**src/rtl/rrts_pkg.sv**
```systemverilog
`timescale 1ns / 1ps
`default_nettype none

package rrts_pkg;

    // Fixed field widths
    localparam int OP_W      = 3;
    localparam int SEM_IDX_W = 3;
    localparam int SEM_W     = 16;
    localparam int SLEEP_W   = 16;
    localparam int PERIOD_W  = 10;
    localparam int TICK_W    = 10;
    localparam int FIRE_W    = 2;
    localparam int STATUS_W  = 2;
    localparam int RUN_W     = 3;
    localparam int DIV_CNT_W = 4;

    localparam logic [TICK_W-1:0]       TICK_WRAP = 10'd1000;
    localparam logic signed [SEM_W-1:0] SEM_MAX   = 16'sh7FFF;
    localparam logic signed [SEM_W-1:0] SEM_MIN   = 16'sh8000;

    typedef enum logic [OP_W-1:0] {
        OP_YIELD  = 3'd0,
        OP_TICK   = 3'd1,
        OP_SLEEP  = 3'd2,
        OP_WAIT   = 3'd3,
        OP_SIGNAL = 3'd4,
        OP_INIT   = 3'd5
    } t_op;

    typedef enum logic [STATUS_W-1:0] {
        ST_OK        = 2'd0,
        ST_NO_RUN    = 2'd1,
        ST_NO_WAITER = 2'd2
    } t_status;

    typedef enum logic [2:0] {
        S_IDLE,
        S_EXEC,
        S_YSCAN,
        S_SSCAN,
        S_DIV,
        S_DONE
    } t_state;

    // controller -> datapath
    typedef struct packed {
        logic load;
        logic do_tick;
        logic do_sleep;
        logic do_wait;
        logic do_signal;
        logic do_init;
        logic scan_init;
        logic scan_y;
        logic scan_s;
        logic div_step;
        logic set_no_run;
        logic set_no_waiter;
    } t_cmd;

    // datapath -> controller
    typedef struct packed {
        logic [OP_W-1:0] op;
        logic            sem_ok;
        logic            wait_neg;
        logic            sig_nonpos;
        logic            y_hit;
        logic            s_hit;
        logic            scan_last;
        logic            div_last;
    } t_sts;

endpackage

`default_nettype wire

```
**src/rtl/rrts_ctrl.sv**
```systemverilog
`timescale 1ns / 1ps
`default_nettype none

module rrts_ctrl import rrts_pkg::*; (
    input  wire logic i_clk,
    input  wire logic i_rst_n,
    input  wire logic i_start,
    input  wire t_sts i_sts,
    output t_cmd      o_cmd,
    output logic      o_busy,
    output logic      o_valid
);

    t_state r_state;
    t_state n_state;

    always_ff @(posedge i_clk) begin
        if (!i_rst_n) begin
            r_state <= S_IDLE;
        end else begin
            r_state <= n_state;
        end
    end

    always_comb begin
        n_state = r_state;
        o_cmd   = '0;
        case (r_state)
            S_IDLE: begin
                if (i_start) begin
                    o_cmd.load = 1'b1;
                    n_state    = S_EXEC;
                end
            end
            S_EXEC: begin
                case (i_sts.op)
                    OP_YIELD: begin
                        o_cmd.scan_init = 1'b1;
                        n_state         = S_YSCAN;
                    end
                    OP_TICK: begin
                        o_cmd.do_tick = 1'b1;
                        n_state       = S_DIV;
                    end
                    OP_SLEEP: begin
                        o_cmd.do_sleep  = 1'b1;
                        o_cmd.scan_init = 1'b1;
                        n_state         = S_YSCAN;
                    end
                    OP_WAIT: begin
                        n_state = S_DONE;
                        if (i_sts.sem_ok) begin
                            o_cmd.do_wait = 1'b1;
                            if (i_sts.wait_neg) begin
                                o_cmd.scan_init = 1'b1;
                                n_state         = S_YSCAN;
                            end
                        end
                    end
                    OP_SIGNAL: begin
                        n_state = S_DONE;
                        if (i_sts.sem_ok) begin
                            o_cmd.do_signal = 1'b1;
                            if (i_sts.sig_nonpos) begin
                                o_cmd.scan_init = 1'b1;
                                n_state         = S_SSCAN;
                            end
                        end
                    end
                    OP_INIT: begin
                        o_cmd.do_init = i_sts.sem_ok;
                        n_state       = S_DONE;
                    end
                    default: begin
                        n_state = S_DONE;
                    end
                endcase
            end
            S_YSCAN: begin
                o_cmd.scan_y = 1'b1;
                if (i_sts.y_hit) begin
                    n_state = S_DONE;
                end else if (i_sts.scan_last) begin
                    o_cmd.set_no_run = 1'b1;
                    n_state          = S_DONE;
                end
            end
            S_SSCAN: begin
                o_cmd.scan_s = 1'b1;
                if (i_sts.s_hit) begin
                    n_state = S_DONE;
                end else if (i_sts.scan_last) begin
                    o_cmd.set_no_waiter = 1'b1;
                    n_state             = S_DONE;
                end
            end
            S_DIV: begin
                o_cmd.div_step = 1'b1;
                if (i_sts.div_last) begin
                    n_state = S_DONE;
                end
            end
            S_DONE: begin
                n_state = S_IDLE;
            end
            default: begin
                n_state = S_IDLE;
            end
        endcase
    end

    assign o_busy  = (r_state != S_IDLE);
    assign o_valid = (r_state == S_DONE);

    a_strobe_single: assert property (@(posedge i_clk) disable iff (!i_rst_n)
        o_valid |=> !o_valid)
        else $error("result strobe longer than one cycle");

    a_accept_busy: assert property (@(posedge i_clk) disable iff (!i_rst_n)
        (i_start && !o_busy) |=> o_busy)
        else $error("accepted item did not make the block busy");

    a_done_idle: assert property (@(posedge i_clk) disable iff (!i_rst_n)
        o_valid |=> !o_busy)
        else $error("block still busy after delivering result");

endmodule

`default_nettype wire

```
**src/rtl/rrts_dp.sv**
```systemverilog
`timescale 1ns / 1ps
`default_nettype none

module rrts_dp import rrts_pkg::*; #(
    parameter int THREADS    = 6,
    parameter int SEMAPHORES = 8,
    parameter int EVENTS     = 2
) (
    input  wire logic                    i_clk,
    input  wire logic                    i_rst_n,
    input  wire t_cmd                    i_cmd,
    output t_sts                         o_sts,
    input  wire logic [OP_W-1:0]         i_op,
    input  wire logic [SEM_IDX_W-1:0]    i_sem_index,
    input  wire logic [SLEEP_W-1:0]      i_sleep_time,
    input  wire logic signed [SEM_W-1:0] i_init_value,
    input  wire logic [PERIOD_W-1:0]     i_period_a,
    input  wire logic [PERIOD_W-1:0]     i_period_b,
    output logic [RUN_W-1:0]             o_running_thread,
    output logic [FIRE_W-1:0]            o_event_fire,
    output logic [STATUS_W-1:0]          o_status,
    output logic signed [SEM_W-1:0]      o_sem_value
);

    localparam int TW = $clog2(THREADS);
    localparam int SW = (SEMAPHORES > 1) ? $clog2(SEMAPHORES) : 1;
    localparam logic [TW-1:0] LAST_T = TW'(THREADS - 1);

    // thread / semaphore state
    logic [TW-1:0]              r_run;
    logic [THREADS-1:0]         r_blocked;
    logic [SEM_IDX_W-1:0]       r_bon   [THREADS];
    logic [SLEEP_W-1:0]         r_sleep [THREADS];
    logic signed [SEM_W-1:0]    r_sem   [SEMAPHORES];
    logic [TICK_W-1:0]          r_tick;

    // item registers
    logic [OP_W-1:0]            r_op;
    logic [SEM_IDX_W-1:0]       r_si;
    logic [SLEEP_W-1:0]         r_st;
    logic signed [SEM_W-1:0]    r_iv;
    logic [FIRE_W-1:0]          r_fire;
    t_status                    r_status;

    // ring scan and remainder unit
    logic [TW-1:0]              r_ptr;
    logic [TW-1:0]              r_cnt;
    logic [TICK_W-1:0]          r_dvd;
    logic [PERIOD_W-1:0]        r_rem [2];
    logic [DIV_CNT_W-1:0]       r_bit;

    logic                       w_sem_ok;
    logic [SW-1:0]              w_sidx;
    logic signed [SEM_W-1:0]    w_sem_cur;
    logic signed [SEM_W-1:0]    w_sem_dec;
    logic signed [SEM_W-1:0]    w_sem_inc;
    logic [TW-1:0]              w_cand;
    logic                       w_y_hit;
    logic                       w_s_hit;
    logic [TICK_W-1:0]          w_tick_inc;
    logic [PERIOD_W-1:0]        w_period   [2];
    logic [PERIOD_W:0]          w_trial    [2];
    logic [PERIOD_W-1:0]        w_rem_next [2];
    logic [FIRE_W-1:0]          w_fire;

    assign w_sem_ok  = (int'(r_si) < SEMAPHORES);
    assign w_sidx    = SW'(r_si);
    assign w_sem_cur = w_sem_ok ? r_sem[w_sidx] : '0;
    assign w_sem_dec = (w_sem_cur == SEM_MIN) ? w_sem_cur : w_sem_cur - 16'sd1;
    assign w_sem_inc = (w_sem_cur == SEM_MAX) ? w_sem_cur : w_sem_cur + 16'sd1;

    assign w_cand  = (r_ptr == LAST_T) ? '0 : r_ptr + TW'(1);
    assign w_y_hit = !r_blocked[w_cand] && (r_sleep[w_cand] == '0);
    assign w_s_hit = r_blocked[w_cand] && (r_bon[w_cand] == r_si);

    assign w_tick_inc = r_tick + TICK_W'(1);

    assign w_period[0] = i_period_a;
    assign w_period[1] = i_period_b;

    // one restoring step per cycle; MSB of the dividend shifts in
    always_comb begin
        for (int e = 0; e < 2; e++) begin
            w_trial[e] = {r_rem[e], r_dvd[TICK_W-1]};
            if (w_trial[e] >= {1'b0, w_period[e]}) begin
                w_rem_next[e] = PERIOD_W'(w_trial[e] - {1'b0, w_period[e]});
            end else begin
                w_rem_next[e] = PERIOD_W'(w_trial[e]);
            end
            w_fire[e] = (e < EVENTS) && (w_period[e] != '0) && (w_rem_next[e] == '0);
        end
    end

    always_ff @(posedge i_clk) begin
        if (!i_rst_n) begin
            r_run     <= '0;
            r_blocked <= '0;
            r_tick    <= '0;
            r_op      <= OP_YIELD;
            r_fire    <= '0;
            r_status  <= ST_OK;
            for (int t = 0; t < THREADS; t++) begin
                r_bon[t]   <= '0;
                r_sleep[t] <= '0;
            end
            for (int s = 0; s < SEMAPHORES; s++) begin
                r_sem[s] <= '0;
            end
        end else begin
            if (i_cmd.load) begin
                r_op     <= i_op;
                r_fire   <= '0;
                r_status <= ST_OK;
            end
            if (i_cmd.do_tick) begin
                r_tick <= (w_tick_inc == TICK_WRAP) ? '0 : w_tick_inc;
                for (int t = 0; t < THREADS; t++) begin
                    if (r_sleep[t] != '0) begin
                        r_sleep[t] <= r_sleep[t] - SLEEP_W'(1);
                    end
                end
            end
            if (i_cmd.do_sleep) begin
                r_sleep[r_run] <= r_st;
            end
            if (i_cmd.do_wait) begin
                r_sem[w_sidx] <= w_sem_dec;
                if (w_sem_dec[SEM_W-1]) begin
                    r_blocked[r_run] <= 1'b1;
                    r_bon[r_run]     <= r_si;
                end
            end
            if (i_cmd.do_signal) begin
                r_sem[w_sidx] <= w_sem_inc;
            end
            if (i_cmd.do_init) begin
                r_sem[w_sidx] <= r_iv;
            end
            if (i_cmd.scan_y && w_y_hit) begin
                r_run <= w_cand;
            end
            if (i_cmd.scan_s && w_s_hit) begin
                r_blocked[w_cand] <= 1'b0;
                r_bon[w_cand]     <= '0;
            end
            if (i_cmd.set_no_run) begin
                r_status <= ST_NO_RUN;
            end
            if (i_cmd.set_no_waiter) begin
                r_status <= ST_NO_WAITER;
            end
            if (i_cmd.div_step && (r_bit == '0)) begin
                r_fire <= w_fire;
            end
        end
    end

    always_ff @(posedge i_clk) begin
        if (i_cmd.load) begin
            r_si <= i_sem_index;
            r_st <= i_sleep_time;
            r_iv <= i_init_value;
        end
        if (i_cmd.scan_init) begin
            r_ptr <= r_run;
            r_cnt <= '0;
        end else if (i_cmd.scan_y || i_cmd.scan_s) begin
            r_ptr <= w_cand;
            r_cnt <= r_cnt + TW'(1);
        end
        if (i_cmd.do_tick) begin
            r_dvd    <= w_tick_inc;
            r_rem[0] <= '0;
            r_rem[1] <= '0;
            r_bit    <= DIV_CNT_W'(TICK_W - 1);
        end else if (i_cmd.div_step) begin
            r_dvd    <= {r_dvd[TICK_W-2:0], 1'b0};
            r_rem[0] <= w_rem_next[0];
            r_rem[1] <= w_rem_next[1];
            r_bit    <= r_bit - DIV_CNT_W'(1);
        end
    end

    assign o_sts.op         = r_op;
    assign o_sts.sem_ok     = w_sem_ok;
    assign o_sts.wait_neg   = w_sem_dec[SEM_W-1];
    assign o_sts.sig_nonpos = w_sem_inc[SEM_W-1] || (w_sem_inc == '0);
    assign o_sts.y_hit      = w_y_hit;
    assign o_sts.s_hit      = w_s_hit;
    assign o_sts.scan_last  = (r_cnt == LAST_T);
    assign o_sts.div_last   = (r_bit == '0);

    assign o_running_thread = RUN_W'(r_run);
    assign o_event_fire     = r_fire;
    assign o_status         = r_status;
    assign o_sem_value      = w_sem_cur;

    a_fire_tick_only: assert property (@(posedge i_clk) disable iff (!i_rst_n)
        (r_fire != '0) |-> (r_op == OP_TICK))
        else $error("event fired on a non-tick item");

    a_nowaiter_signal: assert property (@(posedge i_clk) disable iff (!i_rst_n)
        (r_status == ST_NO_WAITER) |-> (r_op == OP_SIGNAL))
        else $error("no-waiter status on a non-signal item");

    a_switch_runnable: assert property (@(posedge i_clk) disable iff (!i_rst_n)
        (i_cmd.scan_y && w_y_hit) |=> (!r_blocked[r_run] && (r_sleep[r_run] == '0)))
        else $error("switched to a thread that cannot run");

endmodule

`default_nettype wire

```
**src/rtl/round_robin_thread_scheduler.sv**
```systemverilog
`timescale 1ns / 1ps
`default_nettype none

// Channel    Signals                                         Handshake
// --------   ---------------------------------------------   ------------------------------
// command    i_op, i_sem_index, i_sleep_time, i_init_value   taken when start && !busy
// result     o_running_thread, o_event_fire, o_status,       o_valid, one cycle, no stall
//            o_sem_value
// config     psel, penable, pwrite, paddr, pwdata, prdata    APB write on access phase,
//                                                            pready tied high
//
// From accept to o_valid: init, tick-free semaphore ops that do not scan and undefined
// ops go from the execute state straight to the done state; yield, sleep, blocking wait
// and waking signal add a thread scan of k ring slots (1..THREADS), one per cycle; tick
// adds the 10-step remainder unit that tests the event periods.
// busy drops the cycle after o_valid; the next item may start then.
// Synchronous active-low reset clears all thread and semaphore state, the tick count
// and the controller; both event periods come out of reset as 1.
// Results cannot be held off: o_valid lasts one cycle only; later items change the fields.

module round_robin_thread_scheduler import rrts_pkg::*; #(
    parameter int THREADS    = 6,
    parameter int SEMAPHORES = 8,
    parameter int EVENTS     = 2
) (
    input  wire logic                    i_clk,
    input  wire logic                    i_rst_n,
    // command channel
    input  wire logic                    start,
    output logic                         busy,
    input  wire logic [OP_W-1:0]         i_op,
    input  wire logic [SEM_IDX_W-1:0]    i_sem_index,
    input  wire logic [SLEEP_W-1:0]      i_sleep_time,
    input  wire logic signed [SEM_W-1:0] i_init_value,
    // result channel
    output logic                         o_valid,
    output logic [RUN_W-1:0]             o_running_thread,
    output logic [FIRE_W-1:0]            o_event_fire,
    output logic [STATUS_W-1:0]          o_status,
    output logic signed [SEM_W-1:0]      o_sem_value,
    // config port
    input  wire logic                    psel,
    input  wire logic                    penable,
    input  wire logic                    pwrite,
    input  wire logic [2:0]              paddr,
    input  wire logic [31:0]             pwdata,
    output logic [31:0]                  prdata,
    output logic                         pready
);

    // register map: index i at byte address 4*i
    localparam logic REG_PERIOD_A = 1'b0;
    localparam logic REG_PERIOD_B = 1'b1;

    logic [PERIOD_W-1:0] r_period_a;
    logic [PERIOD_W-1:0] r_period_b;
    logic                w_cfg_wr;
    logic                w_reg_idx;

    t_cmd w_cmd;
    t_sts w_sts;

    assign pready    = 1'b1;
    assign w_cfg_wr  = psel && penable && pwrite && pready;
    assign w_reg_idx = paddr[2];

    always_ff @(posedge i_clk) begin
        if (!i_rst_n) begin
            r_period_a <= PERIOD_W'(1);
            r_period_b <= PERIOD_W'(1);
        end else if (w_cfg_wr) begin
            if (w_reg_idx == REG_PERIOD_B) begin
                r_period_b <= pwdata[PERIOD_W-1:0];
            end else begin
                r_period_a <= pwdata[PERIOD_W-1:0];
            end
        end
    end

    assign prdata = (w_reg_idx == REG_PERIOD_A) ? 32'(r_period_a) : 32'(r_period_b);

    // sequencer: one state per phase of an item
    rrts_ctrl u_ctrl (
        .i_clk   (i_clk),
        .i_rst_n (i_rst_n),
        .i_start (start),
        .i_sts   (w_sts),
        .o_cmd   (w_cmd),
        .o_busy  (busy),
        .o_valid (o_valid)
    );

    // thread ring, semaphores, tick counter and remainder unit
    rrts_dp #(
        .THREADS    (THREADS),
        .SEMAPHORES (SEMAPHORES),
        .EVENTS     (EVENTS)
    ) u_dp (
        .i_clk            (i_clk),
        .i_rst_n          (i_rst_n),
        .i_cmd            (w_cmd),
        .o_sts            (w_sts),
        .i_op             (i_op),
        .i_sem_index      (i_sem_index),
        .i_sleep_time     (i_sleep_time),
        .i_init_value     (i_init_value),
        .i_period_a       (r_period_a),
        .i_period_b       (r_period_b),
        .o_running_thread (o_running_thread),
        .o_event_fire     (o_event_fire),
        .o_status         (o_status),
        .o_sem_value      (o_sem_value)
    );

endmodule

`default_nettype wire
```
**config.mk**
```make
export PLATFORM = sky130hd
export DESIGN_NAME = round_robin_thread_scheduler
export DESIGN_NICKNAME = d
export VERILOG_FILES = /design/src/rtl/rrts_pkg.sv /design/src/rtl/rrts_ctrl.sv /design/src/rtl/rrts_dp.sv /design/src/rtl/round_robin_thread_scheduler.sv
export SDC_FILE = /design/constraint.sdc
export NUM_CORES = 1
export LEC_CHECK = 0
export CAP_MARGIN = 30
export CORE_UTILIZATION = 65
export DETAILED_ROUTE_END_ITERATION = 7
export DONT_BUFFER_PORTS = 1
export GPL_TIMING_DRIVEN = 0
export PLACE_DENSITY_LB_ADDON = 0.1
export SLEW_MARGIN = 20
export SYNTH_ARGS = -nofsm -noshare
export SYNTH_HDL_FRONTEND = slang
export SYNTH_SLANG_ARGS = --single-unit
```
**constraint.sdc**
```tcl
create_clock -name i_clk -period 6.4 [get_ports i_clk]
set_clock_uncertainty 0.1 [all_clocks]
set_input_delay 1.28 -clock i_clk [delete_from_list [all_inputs] [get_ports i_clk]]
set_output_delay 1.28 -clock i_clk [all_outputs]
set_load 0.02 [all_outputs]
```
[Yosys cells after proc, flatten, opt, wreduce, memory -nomap -nowiden]
Memories as Yosys holds them, arrays and structs flattened. A register that Yosys moved wholly into a read port is not among the register bits.
Index checks and enable logic that the tools add are counted.
Storage, ports and cells
  word-level logic and storage cells: 242
  register bits after elaboration: 104
  memory bits (writable): 262
  input port bits: 79
  output and inout port bits: 58
  memories kept: 4
Operators by class
  muxes and demuxes: 124
  $lt $le $gt $ge: 6
  equality and inequality tests: 18
  reduce and logical (&&, ||, !) cells: 44
  add/sub/neg operators: 14
  bitwise operators: 15
Memory list
  u_dp.r_sem: depth 8, width 16, read ports 1, clocked after Yosys merged registers in 1, wr ports 8, RTL line rrts_dp.sv:34  | logic signed [SEM_W-1:0] r_sem [SEMAPHORES];
  u_dp.r_sleep: depth 6, width 16, read ports 7, clocked after Yosys merged registers in 0, wr ports 6, RTL line rrts_dp.sv:33  | logic [SLEEP_W-1:0] r_sleep [THREADS];
  u_dp.r_rem: depth 2, width 10, read ports 2, clocked after Yosys merged registers in 0, wr ports 2, RTL line rrts_dp.sv:49  | logic [PERIOD_W-1:0] r_rem [2];
  u_dp.r_bon: depth 6, width 3, read ports 1, clocked after Yosys merged registers in 0, wr ports 6, RTL line rrts_dp.sv:32  | logic [SEM_IDX_W-1:0] r_bon [THREADS];
Operator list (count)
  two-way mux 16 bit: 12
  nonzero test 16 bit: 6
  subtractor 16 x 1 -> 16 bit, second input constant: 6
  two-way mux 10 bit: 8
  two-way mux 1 bit: 72
  two-way mux 3 bit: 17
  equality test 16 bit, second input constant: 2
  logical NOT 16 bit: 2
  OR reduction 16 bit: 2
  two-way mux 6 bit: 5
  greater-or-equal comparator 11 x 10 -> 1 bit: 2
  logical NOT 10 bit: 2
  nonzero test 10 bit: 2
  subtractor 10 bit: 2
  equality test 3 bit, second input constant: 6
  adder 16 x 2 -> 16 bit, second input constant: 1
  subtractor 16 x 2 -> 16 bit, second input constant: 1
  one-hot mux 3 bit (5 select lines): 1
  equality test 3 x 2 -> 1 bit, second input constant: 4
  one-hot mux 3 bit (4 select lines): 1
  logical AND 1 bit: 11
  adder 10 x 1 -> 10 bit, second input constant: 1
  equality test 10 bit, second input constant: 1
  OR 1 bit: 10
  25 further kinds: 44

[Longest topological paths before layout]
Gate-level depths: netlist (run 1).
  word-level depth: 14
  depth in mapped cells: 17
  gate-level depth less buffers: 13

[Hierarchy]
From an unflattened synthesis (run 1), not the netlist that was laid out.
Second synthesis, totals
  cell total of the unflattened synthesis: 1942
  area, all modules: 21125.3 µm²
Modules (own cells, without submodules)
  rrts_dp: cells an instance 1777, area each 19672.6 µm², instances 1, seq. area each 10390.0 µm²
  round_robin_thread_scheduler: cells an instance 114, area each 1093.5 µm², instances 1, seq. area each 400.4 µm²
  rrts_ctrl: cells an instance 51, area each 359.1 µm², instances 1, seq. area each 60.1 µm²

[Worst setup path before layout (run 1)]
No wires, ideal clock.
  path type: input port to flip-flop
  start point: in i_rst_n
  end point: mem u_dp.r_sem[0][0], data pin
  required time: 6.029 ns
  setup time: 0.271 ns
  path slack: 2.284 ns
  path buffers: 2
  arrival time: 3.745 ns
  stages: 12
  cells stage by stage: clkbuf_1 nor4bb_1 and2_1 nand2_1 or2_1 clkbuf_1 and3_1 a21oi_1 xnor2_1 nor2_1 a21oi_1 nor2_1
RTL lines
  from (decl): RTL line round_robin_thread_scheduler.sv:27  | input wire logic i_rst_n,
  to (decl): RTL line rrts_dp.sv:34

==> key figures, run 1 <==
Outcome
  – Status: complete, no violations

Logic synthesis
  – Post-synth ARST share: 0%
  – Compound-Gate Fraction of Synth Area: 10.5%
  – Distinct cells, synth: 100
  – Mapped cell area: 20,800 sq um
  – Synthesized area per cell: 10.6 sq um
  – Synth Register Bits: 388
  – Post-synth EDFFs: 329
  – Mux contribution to synthesized area: 6.26%
  – YS warnings: 0
  – Predominant post-synthesis flop cell: edfxtp_1
  – Post-synthesis xor/xnor area fraction: 4.92%
  – Seq/Total Area, Yosys: 53.1%
  – Post-Synth Simple-Gate Area: 18.7%
  – Main combinational cell family by area after synthesis: simple AND/OR/NAND/NOR gates
  – Adder-Cell Fraction of Synth Area: 2.53%
  – Post-Syn Instances: 1,966

Placed design
  – DP HPWL: 38.3 mm
  – Dpl ws: 1150 ps
  – Gpl congestion: 0.961
  – Port buffer count: 0

Drt
  – Via density: 6.46
  – Via count: 15,975
  – DR WL/cell: 22.4 microns
  – Drt first pass iters: 6
  – Starting DRT DRC Count: 1,729
  – Routed Wire Length: 55.3 mm
  – # DRC: 0
  – Final ANT Viol Nets: 0

Clock tree
  – Clock Path Buffers: 3
  – Number of CTS-inserted buffers: 42
  – Clk slew on worst S/H paths: 60 ps
  – # H-tree levels: 2
  – Root buffer cell: clkbuf_16
  – Cts hold-fix bufs: 0
  – CTS tree: built
  – Post_cts resized: 0
  – Post-CTS Setup Bufs: 0
  – CTS sink count: 388
  – Clock Latency Late Sink: 550 ps

Timing
  – RSZ-0062 raised after global routing: no
  – Min cycle time layout: 4920 ps
  – Slew Limit Headroom: 32.4%
  – Setup violations, final: 0
  – Final Cycle Share: 76.9%
  – Final WS setup: 1480 ps
  – TNS Setup: 0 ps
  – Maximum clock frequency: 203 MHz
  – Final Slew Violations: 0
  – Final Hold Fails: 0
  – Worst Tran Pin Value: 1010 ps

Die
  – Die Ht: 181 microns
  – Cell Rows: 65
  – Die area: 32,800 sq um
  – Die span in x: 181 microns
  – Starting Density: 66.0%
  – Core ar.: 31,600 sq um
  – # IOs: 137

Setup path
  – Worst-path fanout max: 10
  – R2R setup slack: 1480 ps
  – Worst EP arrival: 5130 ps
  – Critical path launch point type: register
  – Worst Setup End Kind: register
  – Crit path required time: 6610 ps
  – Crit path cell chain: buf_4, buf_8, inv_2, buf_6, and2_1, a21oi_2, inv_1, ha_1, or4b_4, a21oi_4, buf_2, a31oi_1, nor4_2, nand4b_1, and2_4, mux2_4
  – Max stage delay on crit path: 550 ps
  – Critical path's slowest cell: or4b_4
  – Reg2Reg Depth: 16
  – RR Endpoint: u_dp.r_ptr[1]
  – WS Path Type: reg -> reg

Hold path
  – HP Start: r_period_a[5]
  – Hold path depth: 2
  – Worst Hold End: r_period_a[5]
  – Hold/Removal Path Class: reg -> reg

Global route
  – Most Crowded Layer GR: met2
  – Met2 Usage GRT: 56.1%
  – Vias in the first global route: 15,503
  – Global-route wire length before repair: 85.4 mm
  – GRT Overall Usage: 34.1%
  – Pin count of the biggest net entering global routing: 31
  – Overflow after GRT: 0
  – Met3 usage: 5.58%
  – Initial antenna violation count: 0
  – Met1 Use GR: 45.0%

Cells and area
  – Ratio of cells with drive above 1 in the final layout: 9.96%
  – Syn-to-layout area delta: 9.49%
  – Final nets: 2,154
  – Final Util: 72.3%

Power and ir drop
  – Pleak: 0.00793 uW
  – Worst ir drop on vdd: 0.274 mV
  – Power Density: 361 nW/um^2

Job
  – Max-cap violations: 0
logic make-up after synthesis:
group | count (synthesis)
compound gates | 347
simple gates | 815
other cells | 2
xor+xnor | 115
mux | 82
fa+ha+maj | 41
buf+inv | 176
flops | 388
layout by cell type (no fill, tap or decap), types with 46 or more instances in the layout:
master / instances
clkbuf_1: 65
nor3_1: 54
xnor2_1: 84
o21ai_0: 128
a21oi_1: 78
dfxtp_1: 59
edfxtp_1: 329
inv_1: 68
clkbuf_16: 46
nor2_1: 258
nand2_1: 249
nand3_1: 53
critical path: cells and delay by family (launching register included):
kind | cells | cell delay [ps]
compound gates | 3 | 430
fa+ha+maj | 1 | 460
buf+inv | 6 | 1380
flops | 1 | 330
mux | 1 | 290
simple gates | 5 | 1690
worst max path at each step:
stage | to | slack (ps)
after floorplan | u_dp.r_sem[0][0] | 2280
final | u_dp.r_ptr[1] | 1480
after global routing | u_dp.r_ptr[1] | 1330
after global placement | u_dp.r_sem[2][7] | 880
after CTS | u_dp.r_ptr[1] | 1590
after detailed placement | u_dp.r_sem[7][7] | 1150
state kept, by name, summed over array words and instances (netlist names), 10 cells and up, named ones only:
signal and count:
u_dp.r_tick 10, r_period_b 10, u_dp.r_st 16, u_dp.r_iv 16
r_period_a 10, u_dp.r_bon 21, u_dp.r_sem 128, u_dp.r_rem 20
u_dp.r_dvd 10, u_dp.r_sleep 112
synthesized netlist by cell type (12+ instances only):
| master | count | area [sq um] |
|---|---|---|
| nor4_1 | 39 | 244 |
| a211oi_1 | 17 | 128 |
| inv_1 | 69 | 259 |
| buf_4 | 26 | 195 |
| nor2b_1 | 17 | 106 |
| nand3_1 | 53 | 265 |
| a21o_1 | 17 | 128 |
| nand2b_1 | 16 | 100 |
| and2_1 | 18 | 113 |
| o21ai_0 | 128 | 641 |
| nor2_1 | 258 | 968 |
| mux4_2 | 33 | 743 |
| clkbuf_1 | 59 | 221 |
| nand3b_1 | 14 | 105 |
| mux2i_1 | 19 | 190 |
| edfxtp_1 | 329 | 9880 |
| nand4_1 | 16 | 100 |
| nor3_1 | 54 | 270 |
| nand2_1 | 250 | 938 |
| mux2_2 | 23 | 259 |
| ha_1 | 39 | 488 |
| dfxtp_1 | 59 | 1180 |
| xnor2_1 | 84 | 736 |
| a21oi_1 | 78 | 390 |
| or4_1 | 12 | 90.1 |
| xor2_1 | 30 | 263 |
through the flow:
step	hold slack, ps	instance area, sq um	power (uW)	instances
after floorplan	336	20900	5060	1987
after global placement	342	21400	5750	2389
after detailed placement	351	21500	5820	2392
after CTS	361	22800	8180	2470
after global routing	375	22800	8530	2470
final	361	22800	8230	2471
power breakdown:
part           internal, uW  switching (uW)  total [uW]  leakage [uW]
combinational           878            1710        2590       0.00347
clock                  1380             992        2370      0.000674
sequential             3020             245        3260       0.00378
total                  5280            2950        8230       0.00793
layout make-up:
type	count	area, sq um
flip-flops and latches	388	11100
inverters	74	278
clock buffers	59	1270
multi-input cells	1423	9030
well taps	402	503
fillers	2230	8740
diodes	1	2.50
plain buffers	102	554
repair buffers	3	32.5
clock inverters	19	87.6
routing by layer:
| layer | vias to the layer above | wire, microns |
|---|---|---|
| met1 | 7647 | 21200 |
| met5 | - | 0 |
| li1 | 7282 | - |
| met2 | 893 | 26700 |
| met4 | 0 | 2060 |
| met3 | 153 | 5360 |
No activity file was read; power rests on OpenSTA's default activity.
==> inputs of run 2 (changes only) <==
CORE_UTILIZATION = 64   (was 65)
clock period = 4.6 ns   (was 6.4 ns; I/O delays follow)
==> run 2 against run 1 <==
Effect of this change: core utilization hardly changed; sequential power is 39% higher; register-to-register slack worse by 1300 ps; worst setup slack worse by 1300 ps; flip-flop and latch count stayed put; first-iteration DRC count is 0.69% lower; non-clock buffer count is 3 higher; combinational power is 43% higher; via count hardly changed; power is 42% higher.
==> key figures, run 2 (same netlist as run 1, synthesis figures left out) <==
Outcome
  – Status: complete, no violations

Clock tree
  – Clock Latency Late Sink: 550 ps
  – CTS tree: built
  – Clock Path Buffers: 3
  – Clk slew on worst S/H paths: 60 ps
  – # H-tree levels: 2
  – Root buffer cell: clkbuf_16
  – Cts hold-fix bufs: 0
  – CTS sink count: 388
  – Number of CTS-inserted buffers: 42

Setup path
  – Crit path cell chain: buf_2, buf_6, buf_4, nor4b_1, nor4_1, o22ai_1, and2_1, buf_4, a21oi_1, mux2_2, nor4_2, nand4b_1, and2_4, mux2_4
  – Worst-path fanout max: 10
  – Critical Path Most Common Cell: buf_4
  – Crit path required time: 4790 ps
  – Critical path launch point type: register
  – Worst Setup End Kind: register
  – Worst EP arrival: 4620 ps
  – Delay-heaviest family, CP: simple AND/OR/NAND/NOR gates
  – Critical path's slowest cell: nor4_1
  – CP Buf/Inv Count: 4
  – Max stage delay on crit path: 500 ps
  – WS Path Type: reg -> reg

Placed design
  – Gpl congestion: 0.991
  – Port buffer count: 0
  – Placed instance area: 21,500 sq um
  – Inst Count DP: 2,424
  – DP HPWL: 38.6 mm

Global route
  – Vias in the first global route: 15,254
  – Pin count of the biggest net entering global routing: 31
  – Overflow after GRT: 0
  – GRT Overall Usage: 33.5%
  – Initial antenna violation count: 0
  – Global-route wire length before repair: 85.0 mm

Timing
  – Slew Limit Headroom: 32.1%
  – Final Cycle Share: 96.3%
  – WHS: 357 ps
  – Final Slew Violations: 0
  – Min cycle time layout: 4430 ps
  – Worst Tran Pin Value: 1020 ps
  – Final Hold Fails: 0
  – Maximum clock frequency: 226 MHz
  – RSZ-0062 raised after global routing: no
  – Setup violations, final: 0

Drt
  – Via density: 6.37
  – Starting DRT DRC Count: 1,717
  – Drt first pass iters: 6
  – Via count: 15,962
  – # DRC: 0
  – DR WL/cell: 22.2 microns
  – Final ANT Viol Nets: 0
  – Routed Wire Length: 55.7 mm

Job
  – Max-cap violations: 0

Cells and area
  – Ratio of cells with drive above 1 in the final layout: 10.6%
  – Most common cell after layout, fill and taps aside: edfxtp_1
  – Biggest register: u_dp.r_sem
  – Most frequent cells in the layout: 329 x edfxtp_1, 257 x nor2_1, 249 x nand2_1, 128 x o21ai_0, 84 x xnor2_1
  – Syn-to-layout area delta: 10.4%
  – Largest register FFs: 128
  – Design area: 23,000 sq um
  – Final nets: 2,157
  – Final instance count without filler cells: 2,506
  – Top Registers: u_dp.r_sem x128, u_dp.r_sleep x112, u_dp.r_bon x21
  – ANT cells: 0

Power and ir drop
  – Psw: 4220 uW
  – Cell Int Power: 7480 uW
  – Clock network power share: 29.7%
  – Power Density: 509 nW/um^2
  – Sw frac: 36.0%
  – Worst ir drop on vdd: 0.383 mV
  – Power share of the combinational group: 31.6%
  – Part of the power in registers: 38.8%
  – Pleak: 0.00798 uW

Die
  – Die area: 33,300 sq um
  – Starting Density: 65.5%
  – Cell Rows: 65
  – Die span in x: 182 microns
  – # IOs: 137
  – Die Ht: 182 microns
  – Core ar.: 31,800 sq um

Hold path
  – Hold/Removal Path Class: in -> reg
## run 2: cell types whose count changed in the layout (fill, tap and decap cells not counted), sizes merged
cell      change
buf           +3
bufinv        +4
clkbuf        -5
clkinv        -1
clkinvlp      +1
diode         -1
inv           +1
## run 2: area by class of cell
class                   instances  area, sq um
flip-flops and latches        388        11100
multi-input cells            1423         9070
fillers                      2259         8800
clock buffers                  54         1170
plain buffers                 101          556
well taps                     435          544
inverters                      74          282
clock inverters                24          253
repair buffers                  7         70.1
## run 2: repair_timing
item | in CTS | in global routing
gates resized for setup | 4 | 6
pin swaps | 2 | 3
hold endpoints to repair | 0 | 0
setup buffers | 1 | 3
setup endpoints to repair | 38 | 51
## run 2: layer usage
layer	track usage, %	share of wire, %	vias up
met1	44.0	40	7740
met3	5.89	8.4	156
li1	-	-	7282
met5	0	0	-
met4	15.7	4.6	0
met2	54.4	47	784
## run 2: power groups by stage
stage	Sequential (uW)	Clock, uW	Combinational [uW]
after CTS	4520	3470	3590
final	4530	3470	3700
after detailed placement	4590	0	3550
after global placement	4580	0	3480
after floorplan	4430	0	2600
after global routing	4560	3610	3910
## run 2: worst reg2reg max path, delay by kind of cell (launching register included)
kind / cells / cell delay (ps)
mux: 2 / 650
simple gates: 6 / 1750
flops: 1 / 310
compound gates: 2 / 600
buf+inv: 4 / 780
## run 2: final timing paths
check / slack, ps / from / endpoint / depth (start not counted)
max: 170 / register / u_dp.r_ptr[1] / 14
min: 360 / i_sleep_time[3] / u_dp.r_st[3] / 0
max reg2reg: 170 / register / u_dp.r_ptr[1] / 14
min reg2reg: 370 / r_period_a[5] / r_period_a[5] / 2
## run 2: metrics by stage
stage | power [uW] | setup slack (ps) | TNS [ps] | util (%)
after floorplan | 7040 | 662 | 0 | -
after detailed placement | 8130 | -454 | -34580 | 67.6
final | 11700 | 169 | 0 | 72.3
after CTS | 11600 | 44.9 | 0 | 72.1
after global routing | 12100 | 18.2 | 0 | 72.3
after global placement | 8060 | -593 | -83970 | 67.5
==> inputs of run 3 (changes only) <==
PLACE_DENSITY = 0.8   (was unset)
PLACE_DENSITY_LB_ADDON = unset   (was 0.1)
==> run 3 against run 2 <==
Effect of this change: routed wire length shrank 0.50%; worst setup slack lost 48 ps; combinational power is essentially flat; critical endpoint unchanged; largest cell class unchanged; highest routed layer unchanged.
==> key figures, run 3 (same netlist as run 1, synthesis figures left out) <==
Job
  – Max-cap violations: 0

Cells and area
  – Most common cell after layout, fill and taps aside: edfxtp_1
  – Multi-input logic area: 9050 sq um
  – Biggest register: u_dp.r_sem
  – Most frequent cells in the layout: 329 x edfxtp_1, 257 x nor2_1, 249 x nand2_1, 128 x o21ai_0, 84 x xnor2_1
  – Top Registers: u_dp.r_sem x128, u_dp.r_sleep x112, u_dp.r_bon x21
  – Design area: 22,900 sq um
  – Ratio of cells with drive above 1 in the final layout: 10.3%
  – Register area: 11,100 sq um
  – ANT cells: 0
  – Number of fill cells: 2,254
  – Final nets: 2,157
  – Syn-to-layout area delta: 9.78%
  – Largest register FFs: 128

Power and ir drop
  – Worst ir drop on vdd: 0.359 mV
  – Power Density: 502 nW/um^2
  – Pleak: 0.00791 uW

Drt
  – Drt first pass iters: 8
  – # DRC: 0
  – Routed Wire Length: 55.5 mm
  – DR WL/cell: 22.2 microns
  – Via density: 6.40
  – Starting DRT DRC Count: 1,813
  – Final ANT Viol Nets: 0
  – Via count: 16,020

Timing
  – Final Slew Violations: 0
  – Slew Limit Headroom: 37.4%
  – Final Cycle Share: 97.4%
  – Setup violations, final: 0
  – Min cycle time layout: 4480 ps
  – Worst Tran Pin Value: 936 ps
  – TNS Setup: 0 ps
  – Final Hold Fails: 0
  – Final WS setup: 121 ps
  – Maximum clock frequency: 223 MHz
  – WHS: 362 ps
  – RSZ-0062 raised after global routing: no

Placed design
  – Port buffer count: 0
  – Gpl congestion: 0.964
  – DP HPWL: 38.2 mm
  – Dpl ws: -436 ps
  – Placed instance area: 21,500 sq um

Clock tree
  – Cts hold-fix bufs: 0
  – CTS sink count: 388
  – Clock Latency Late Sink: 550 ps
  – # H-tree levels: 2
  – Clk slew on worst S/H paths: 60 ps
  – Number of CTS-inserted buffers: 42
  – Clock Path Buffers: 3
  – Root buffer cell: clkbuf_16
  – CTS tree: built

Setup path
  – Crit path required time: 4790 ps
  – Critical Path Most Common Cell: a21oi_4
  – Crit path cell chain: buf_6, buf_8, mux4_2, a21oi_4, clkinvlp_4, ha_4, or4b_4, a21oi_4, clkbuf_4, a31oi_1, a31o_2, nand3_1, nand4b_1, and2_4, mux2_4
  – Critical path launch point type: register
  – Worst-path fanout max: 10
  – Worst EP arrival: 4670 ps
  – Worst Setup End Kind: register
  – Delay-heaviest family, CP: simple AND/OR/NAND/NOR gates
  – Max stage delay on crit path: 560 ps
  – WS Path Type: reg -> reg
  – CP Buf/Inv Count: 4
  – Critical path's slowest cell: mux4_2

Global route
  – Overflow after GRT: 0
  – GRT Overall Usage: 33.5%
  – Global-route wire length before repair: 85.1 mm
  – Vias in the first global route: 15,319
  – Pin count of the biggest net entering global routing: 31
  – Initial antenna violation count: 0

Die
  – Die area: 33,300 sq um
  – Starting Density: 65.5%
  – # IOs: 137
  – Die Ht: 182 microns
  – Cell Rows: 65
  – Core ar.: 31,800 sq um
  – Die span in x: 182 microns

Outcome
  – Status: complete, no violations

Hold path
  – Hold/Removal Path Class: in -> reg
run 3: cell types whose count changed in the layout (fill, tap and decap cells not counted), moves of 2 or more:
cell      before  now
clkinv_2       9    6
clkbuf_8       5    2
inv_4          0    2
clkbuf_1      65   67
clkinv_1       7    9
run 3: final timing paths:
kind	startpoint	end	slack, ps	depth (start not counted)
max	register	u_dp.r_ptr[1]	120	15
min	i_sleep_time[3]	u_dp.r_st[3]	360	0
max reg2reg	register	u_dp.r_ptr[1]	120	15
min reg2reg	r_period_a[5]	r_period_a[5]	370	2
run 3: layout make-up:
cell class | instances | share of cell area, %
timing repair buffer | 6 | 0.263
sequential | 388 | 48.3
buffer | 102 | 2.44
inverter | 74 | 1.24
multi-input combinational | 1423 | 39.6
clock buffer | 52 | 4.85
tap | 435 | 2.38
clock inverter | 23 | 0.919
run 3: power by group:
part / internal [uW] / switching (uW) / total (uW)
clock: 1890 / 1400 / 3280
combinational: 1240 / 2430 / 3670
sequential: 4200 / 336 / 4530
run 3: timing repair:
action / in CTS / in global routing
pin swaps: 2 / 0
setup buffers: 2 / 0
setup endpoints to repair: 37 / 24
gates resized for setup: 4 / 5
run 3: metal layers:
| layer | share of wire (%) | up-vias | GRT usage [%] | routed length [microns] |
|---|---|---|---|---|
| met5 | 0 | - | 0 | 0 |
| met4 | 4.2 | 0 | 14.7 | 2310 |
| met3 | 9.2 | 158 | 5.47 | 5120 |
| met2 | 48 | 876 | 55.0 | 26500 |
| met1 | 39 | 7705 | 44.1 | 21600 |
| li1 | - | 7281 | - | - |
run 3: worst register-to-register path, cell delays in order, from the launching register on:
cell	delay, ps
dfxtp_1	320
buf_6	190
buf_8	200
mux4_2	560
a21oi_4	270
clkinvlp_4	310
ha_4	290
or4b_4	240
a21oi_4	60
clkbuf_4	240
a31oi_1	210
a31o_2	150
nand3_1	160
nand4b_1	380
and2_4	250
mux2_4	290
run 3: stage by stage:
stage | util [%] | total power [uW] | std cells
floorplan | - | 7040 | 1987
detailed placement | 67.6 | 8110 | 2424
finish | 71.9 | 11500 | 2503
CTS | 71.8 | 11400 | 2501
global placement | 67.5 | 8010 | 2422
global route | 71.9 | 11800 | 2503
